===== config.mk =====
export PLATFORM = sky130hd
export DESIGN_NAME = hftd_out_fifo
export DESIGN_NICKNAME = d
export VERILOG_FILES = /design/src/rtl/core/hftd_pkg.sv /design/src/rtl/core/hftd_out_fifo.sv
export SDC_FILE = /design/constraint.sdc
export NUM_CORES = 1
export LEC_CHECK = 0
export BUFFER_PORTS_ARGS = -buffer_cell sky130_fd_sc_hd__buf_2
export CAP_MARGIN = 20
export CORE_MARGIN = 2
export CORE_UTILIZATION = 43
export CTS_BUF_LIST = sky130_fd_sc_hd__clkbuf_8
export DETAILED_ROUTE_END_ITERATION = 10
export GPL_TIMING_DRIVEN = 1
export PLACE_DENSITY = 0.73
export SYNTH_ARGS = -nofsm -noshare
export SYNTH_HDL_FRONTEND = slang
export SYNTH_SLANG_ARGS = --single-unit

===== constraint.sdc =====
create_clock -name clock -period 3.3 [get_ports clock]
set_input_delay 0.495 -clock clock [delete_from_list [all_inputs] [get_ports clock]]
set_output_delay 0.495 -clock clock [all_outputs]
set_load 0.01 [all_outputs]

===== src/rtl/core/hftd_pkg.sv =====
// Shared types and constants for the Huffman tree-walk decoder.
// No dependencies; used by every module of the block.
package hftd_pkg;

   localparam int FIELD_BITS  = 9;
   localparam int SYMBOL_BITS = 8;
   localparam int TOTAL_BITS  = 32;

   // Configuration register indexes.
   localparam logic CSR_NODE_COUNT   = 1'b0;
   localparam logic CSR_SYMBOL_TOTAL = 1'b1;

   // Input word kinds carried on tuser.
   localparam logic KIND_LOAD = 1'b0;
   localparam logic KIND_BIT  = 1'b1;

   // One tree table entry: internal flag above a symbol or child field.
   typedef struct packed {
      logic                  internal;
      logic [FIELD_BITS-1:0] field;
   } entry_type;

   // One decoded result word.
   typedef struct packed {
      logic [SYMBOL_BITS-1:0] symbol;
      logic                   last;
   } rsp_item_type;

endpackage


===== src/rtl/core/hftd_out_fifo.sv =====
// Two-word result queue in front of the rsp channel.
// Depends on hftd_pkg for the result word type.
module hftd_out_fifo (
   input  logic                   clock,
   input  logic                   reset,
   input  logic                   push,
   input  hftd_pkg::rsp_item_type push_data,
   output logic                   has_room,
   output logic                   out_valid,
   input  logic                   out_ready,
   output hftd_pkg::rsp_item_type out_data
);

   hftd_pkg::rsp_item_type head_ff, head_in;
   hftd_pkg::rsp_item_type tail_ff, tail_in;
   logic [1:0]             count_ff, count_in;
   logic                   pop;

   assign pop       = out_valid && out_ready;
   assign out_valid = (count_ff != 2'd0);
   assign out_data  = head_ff;
   assign has_room  = (count_ff != 2'd2);

   always_comb begin
      head_in  = head_ff;
      tail_in  = tail_ff;
      count_in = count_ff;
      case ({push, pop})
         2'b10: begin
            if (count_ff == 2'd0) begin
               head_in = push_data;
            end else begin
               tail_in = push_data;
            end
            count_in = count_ff + 2'd1;
         end
         2'b01: begin
            head_in  = tail_ff;
            count_in = count_ff - 2'd1;
         end
         2'b11: begin
            // With one word held the new word becomes the head directly.
            if (count_ff == 2'd1) begin
               head_in = push_data;
            end else begin
               head_in = tail_ff;
               tail_in = push_data;
            end
         end
         default: begin
         end
      endcase
   end

   always_ff @(posedge clock) begin
      if (reset) begin
         count_ff <= 2'd0;
      end else begin
         count_ff <= count_in;
      end
   end

   always_ff @(posedge clock) begin
      head_ff <= head_in;
      tail_ff <= tail_in;
   end

endmodule


==> results.json, run 1 <==
{
  "pin_count": 24,
  "portBuffers": 23,
  "path_class": "flip-flop to flip-flop",
  "dr.pass1.iters": 6,
  "numPlacedInstances": 138,
  "antenna_left": 0,
  "fill_cells": 209,
  "layout_setup_ws_ps": 1053,
  "cap_violations": 0,
  "fin_nets": 134,
  "gp_congestion": 0.6895,
  "ys_seq_area_share_pct": 54.46,
  "end_kind": "flip-flop",
  "critPathBufInv": 2,
  "netlist-cell-type-count": 17,
  "drcViolationCount": 0,
  "finClkSkew_ps": 8.617,
  "core_area_um2": 2410,
  "tightest_slew_ps": 632.5,
  "die_h_um": 53.79,
  "worstPathArrival_ps": 2210,
  "ctsHoldBuffers": 0,
  "path_clk_slew_ps": 80,
  "finalNonFillerCells": 142,
  "min_period_ps": 2247,
  "finalHoldViolCount": 0,
  "grt_use_total_pct": 14.32,
  "die_area_um2": 2893,
  "min_from": "reset",
  "fmax_ghz": 0.4451,
  "hold_path_class": "input port to flip-flop",
  "cp.required_ps": 3260,
  "clock_sinks": 20,
  "initial_core_util_pct": 44.24,
  "multi_input_area_um2": 437.9,
  "power_mw": 0.9238,
  "setup_viol": 0,
  "pre_cts_ws_ps": 1033,
  "clockBufferDepth": 2,
  "critPathLaunchType": "flip-flop",
  "cts_tree": "yes",
  "via_per_inst": 5.049,
  "grt_util_met2_pct": 23.37,
  "vias": 717,
  "regArea_um2": 580.6,
  "rr_worst_depth": 7,
  "post_cts_buffers": 0,
  "antenna_cells": 0,
  "synth_fp_nets": 107,
  "final_cell_area_um2": 1284,
  "root_buffer": "clkbuf_8",
  "cts-resized-gates": 0,
  "p_per_area_nw_per_um2": 719.6,
  "grt_first_pass_wirelength_um": 2932,
  "max-vdd-ir-drop_uv": 418.0,
  "critical-path-slowest-cell": "ha_1",
  "rows": 18,
  "post-route-period-util_pct": 68.09,
  "grt_max_degree": 13,
  "use_met1_pct": 18.12,
  "drt_iter0_drc": 13,
  "r2r_start": "count_ff[0]$_SDFFE_PP0P_",
  "slew_viol_final": 0,
  "use_met3_pct": 3.056,
  "netlist_area_um2": 1066,
  "slowest_delay_ps": 480,
  "syn_to_final_growth_pct": 20.42,
  "drt_wl_total_um": 1879,
  "clk_latency_ps": 260,
  "grt.busiest_layer": "met2",
  "setup_tns_ps": 0,
  "r2r_slack_ps": 1050,
  "path_cells": "inv_1 > ha_1 > nor2b_1 > ha_1 > nor2_1 > a221oi_1 > buf_4",
  "worstReg2RegEnd": "tail_ff[0]$_DFFE_PP_",
  "overflow": 0,
  "grt_setup_unrepaired": "no",
  "cts_buffers": 3,
  "avgSynthCellArea_um2": 12.40,
  "hpwl_um": 1428,
  "whs_path_depth": 2,
  "path_max_fanout": 12,
  "synth.yosys.warnings": 0,
  "grt_pass1_vias": 682,
  "slew_headroom_pct": 57.83,
  "drive_gt1_share_pct": 34.82,
  "ys_ff_latch": 20,
  "run_status": "finished, final reports clean",
  "syn_inst": 86,
  "crit_family": "adder cells",
  "die_w_um": 53.79,
  "htreeDepth": 1,
  "antenna_found_initial": 0,
  "yosysTopAreaCellShare_pct": 50.70,
  "holdPathEnd": "count_ff[0]$_SDFFE_PP0P_",
  "wire_per_inst_um": 13.23,
  "leakage_nw": 0.5734,
  "yosys-top-cells-area": "edfxtp_1, mux2_4, ha_1",
  "cpMostUsedCell": "ha_1",
  "yosys.area.top_type": "edfxtp_1",
  "place_area_um2": 1212
}
==> where the power goes <==
| group | switching [mW] | internal, mW |
|---|---|---|
| registers | 0.0222 | 0.359 |
| clock network | 0.0795 | 0.162 |
| logic | 0.162 | 0.139 |
==> stage by stage <==
stage / hold WS [ps] / util, %
after floorplan: 468.1 / -
final: 394.4 / 53.27
after global routing: 404.2 / 53.27
after detailed placement: 490.9 / 50.31
after global placement: 479.4 / 50.31
after CTS: 387.1 / 53.27
==> layout by cell type (no fill, tap or decap) <==
cell,synthesis,final
nor2_1,3,3
a221oi_1,1,1
edfxtp_1,18,18
buf_2,2,23
a211oi_1,1,1
buf_4,0,2
nor2b_1,1,1
nand2_1,19,19
mux2_4,9,9
inv_1,7,7
nor2_2,1,1
ha_1,8,8
xor2_1,1,1
a22oi_1,9,9
dfxtp_1,2,2
a21oi_1,1,1
clkbuf_8,0,3
o21ai_0,2,2
bufinv_16,0,1
==> sequential cells by signal, summed over array words and instances, names as in the netlist <==
name,count
tail_ff,9
out_data,9
count_ff,2
==> Yosys cell counts <==
| library cell | count |
|---|---|
| buf_2 | 2 |
| mux2_4 | 9 |
| nor2_2 | 1 |
| inv_1 | 7 |
| xor2_1 | 1 |
| nor2b_1 | 1 |
| nand2_1 | 19 |
| nor2_1 | 3 |
| a22oi_1 | 9 |
| a221oi_1 | 1 |
| ha_1 | 8 |
| o21ai_0 | 2 |
| dfxtp_1 | 2 |
| buf_6 | 1 |
| a211oi_1 | 1 |
| edfxtp_1 | 18 |
| a21oi_1 | 1 |
==> worst max path at each step <==
stage / slack, ps / depth (start not counted) / startpoint / end
after global routing: 890 / 7 / count_ff[0]$_SDFFE_PP0P_ / tail_ff[0]$_DFFE_PP_
after global placement: 1150 / 7 / count_ff[0]$_SDFFE_PP0P_ / tail_ff[1]$_DFFE_PP_
after CTS: 1020 / 7 / count_ff[0]$_SDFFE_PP0P_ / tail_ff[0]$_DFFE_PP_
after floorplan: 960 / 6 / count_ff[0]$_SDFFE_PP0P_ / tail_ff[0]$_DFFE_PP_
final: 1050 / 7 / count_ff[0]$_SDFFE_PP0P_ / tail_ff[0]$_DFFE_PP_
after detailed placement: 1030 / 7 / count_ff[0]$_SDFFE_PP0P_ / tail_ff[3]$_DFFE_PP_
==> layer usage <==
metal	routed length (um)	up-vias
met1	801	329
met2	934	30
li1	-	356
met3	124	2
met5	0	-
met4	19	0
==> cell families after synthesis <==
| logic type | count (synthesis) | synth area share [%] |
|---|---|---|
| adders and majority gates | 8 | 9.390 |
| muxes | 9 | 12.68 |
| AOI/OAI and AO/OA | 14 | 9.272 |
| and+or+nand+nor | 24 | 8.921 |
| buffers and inverters | 10 | 4.461 |
| DFF | 20 | 54.46 |
| xor gates and xnor gates | 1 | 0.8217 |
==> worst register-to-register path: stages (launching register included) <==
cell and delay [ps]:
dfxtp_1 380, inv_1 80, ha_1 220, nor2b_1 240, ha_1 480, nor2_1 100
a221oi_1 220, buf_4 230
==> final cells by class <==
cell class	instances	share of cell area [%]
Clock buffer	3	3.216
Tap cell	30	2.924
Sequential cell	20	45.22
Inverter	7	2.047
Multi-Input combinational cell	56	34.11
Timing Repair Buffer	25	10.14
Clock inverter	1	2.339
No activity file was read; power rests on OpenSTA's default activity.
==> run 2: changes to the inputs <==
PLACE_DENSITY = 0.75   (was 0.73)
clock period = 1.8 ns   (was 3.3 ns; I/O delays follow)
==> results.json, run 2 (same netlist as run 1, synthesis figures left out) <==
{
  "grt_util_met2_pct": 28.46,
  "path_class": "flip-flop to flip-flop",
  "p_per_area_nw_per_um2": 1292,
  "rows": 18,
  "path_clk_slew_ps": 70,
  "dr.pass1.iters": 4,
  "drt_wl_total_um": 2114,
  "use_met1_pct": 18.45,
  "run_status": "finished, final reports clean",
  "hpwl_um": 1508,
  "tightest_slew_ps": 275.8,
  "grt_first_pass_wirelength_um": 3325,
  "r2r_slack_ps": 40,
  "grt_setup_unrepaired": "yes",
  "hold_path_class": "input port to flip-flop",
  "root_buffer": "clkbuf_8",
  "slowest_delay_ps": 340,
  "drcViolationCount": 0,
  "post-route-period-util_pct": 97.59,
  "ctsHoldBuffers": 0,
  "min_from": "reset",
  "pwr-share-seq_pct": 36.3,
  "startpoint": "count_ff[1]$_SDFFE_PP0P_",
  "fin_util_pct": 62.31,
  "setup_viol": 0,
  "grt_pass1_vias": 758,
  "fin_nets": 144,
  "core_area_um2": 2410,
  "power_frac_clock_pct": 22.9,
  "p_int_mw": 1.375,
  "htreeDepth": 1,
  "via_per_inst": 5.046,
  "critical-path-slowest-cell": "dfxtp_2",
  "cts_buffers": 3,
  "drive_gt1_share_pct": 54.10,
  "syn_to_final_growth_pct": 40.85,
  "cpMostUsedCell": "ha_4",
  "wire_per_inst_um": 13.91,
  "overflow": 0,
  "clockBufferDepth": 2,
  "layout_commonest_cell": "buf_2",
  "gp_congestion": 0.7274,
  "grt_use_total_pct": 16.44,
  "min_period_ps": 1757,
  "leakage_nw": 0.6467,
  "finalHoldViolCount": 0,
  "drt_iter0_drc": 21,
  "place_area_um2": 1295,
  "final_cell_area_um2": 1501,
  "path_max_fanout": 5,
  "slew_viol_final": 0,
  "hold_slack_ps": 176.0,
  "path_cells": "inv_2 > ha_4 > nor2b_4 > buf_4 > ha_4 > nor2_2 > a221oi_4 > buf_6 > buf_12",
  "setup_tns_ps": 0,
  "vias": 767,
  "p_comb_share_pct": 40.8,
  "portBuffers": 23,
  "clk_latency_ps": 260,
  "fmax_ghz": 0.5693,
  "p_sw_share_pct": 29.11,
  "worstPathArrival_ps": 1740,
  "cp.required_ps": 1780,
  "die_area_um2": 2893,
  "grt.busiest_layer": "met2",
  "clock_sinks": 20,
  "finClkSkew_ps": 4.556,
  "cap_violations": 0,
  "pin_count": 24,
  "die_w_um": 53.79,
  "fill_cells": 184,
  "max-vdd-ir-drop_uv": 774.3,
  "antenna_cells": 0,
  "grt_max_degree": 13,
  "r2r_start": "count_ff[1]$_SDFFE_PP0P_",
  "critPathLaunchType": "flip-flop",
  "cts_tree": "yes",
  "numPlacedInstances": 142,
  "power_switching_mw": 0.5647,
  "antenna_left": 0,
  "initial_core_util_pct": 44.24,
  "finalNonFillerCells": 152,
  "die_h_um": 53.79,
  "final_cell_mix": "buf_2, nand2_1, edfxtp_1, mux2_4, buf_4",
  "antenna_found_initial": 0,
  "end_kind": "flip-flop",
  "use_met3_pct": 3.611,
  "slew_headroom_pct": 81.57
}
[run 2: critical path, delay by kind of cell, from the launching register on]
kind	cells	cell delay, ps
compound gates	1	180
buf+inv	4	450
flops	1	340
fa+ha+maj	2	350
simple gates	2	170
[run 2: layout make-up]
type / count / area, um^2 / area share, %
Clock buffer: 3 / 41.29 / 2.750
Clock inverter: 1 / 30.03 / 2.000
Inverter: 7 / 26.28 / 1.750
Multi-Input combinational cell: 56 / 538.0 / 35.83
Sequential cell: 20 / 583.1 / 38.83
Tap cell: 30 / 37.54 / 2.500
Timing Repair Buffer: 35 / 245.2 / 16.33
[run 2: power by group through the flow]
stage	logic, mW	registers, mW	clock network (mW)
finish	0.792	0.704	0.443
global route	0.864	0.716	0.467
CTS	0.743	0.699	0.449
detailed placement	0.655	0.707	0
global placement	0.634	0.701	0
floorplan	0.414	0.739	0
[run 2: path summary, 6_finish.rpt]
kind                              end  cells past startpoint
min reg2reg  count_ff[1]$_SDFFE_PP0P_                      2
min          count_ff[0]$_SDFFE_PP0P_                      2
max reg2reg      tail_ff[6]$_DFFE_PP_                      9
max              tail_ff[6]$_DFFE_PP_                      9
[run 2: metrics by stage]
step                      power (mW)  worst slack, ps
after floorplan                1.154            12.98
after global placement         1.335            10.93
after detailed placement       1.362           -39.76
after CTS                      1.891            3.329
after global routing           2.047           -19.06
final                          1.940            43.36
[run 2: layer usage]
layer | vias to the layer above | part of all wire (%)
li1 | 377 | -
met1 | 366 | 37
met2 | 20 | 57
met3 | 4 | 4.7
met4 | 0 | 1.5
met5 | - | 0
[run 2: what timing repair did]
item | CTS | global route
setup endpoints to repair | 9 | 18
endpoints found under the hold margin | 0 | 0
pin swaps | 1 | 1
resized for setup | 6 | 13
gates cloned | 1 | 0
buffers inserted | 5 | 0
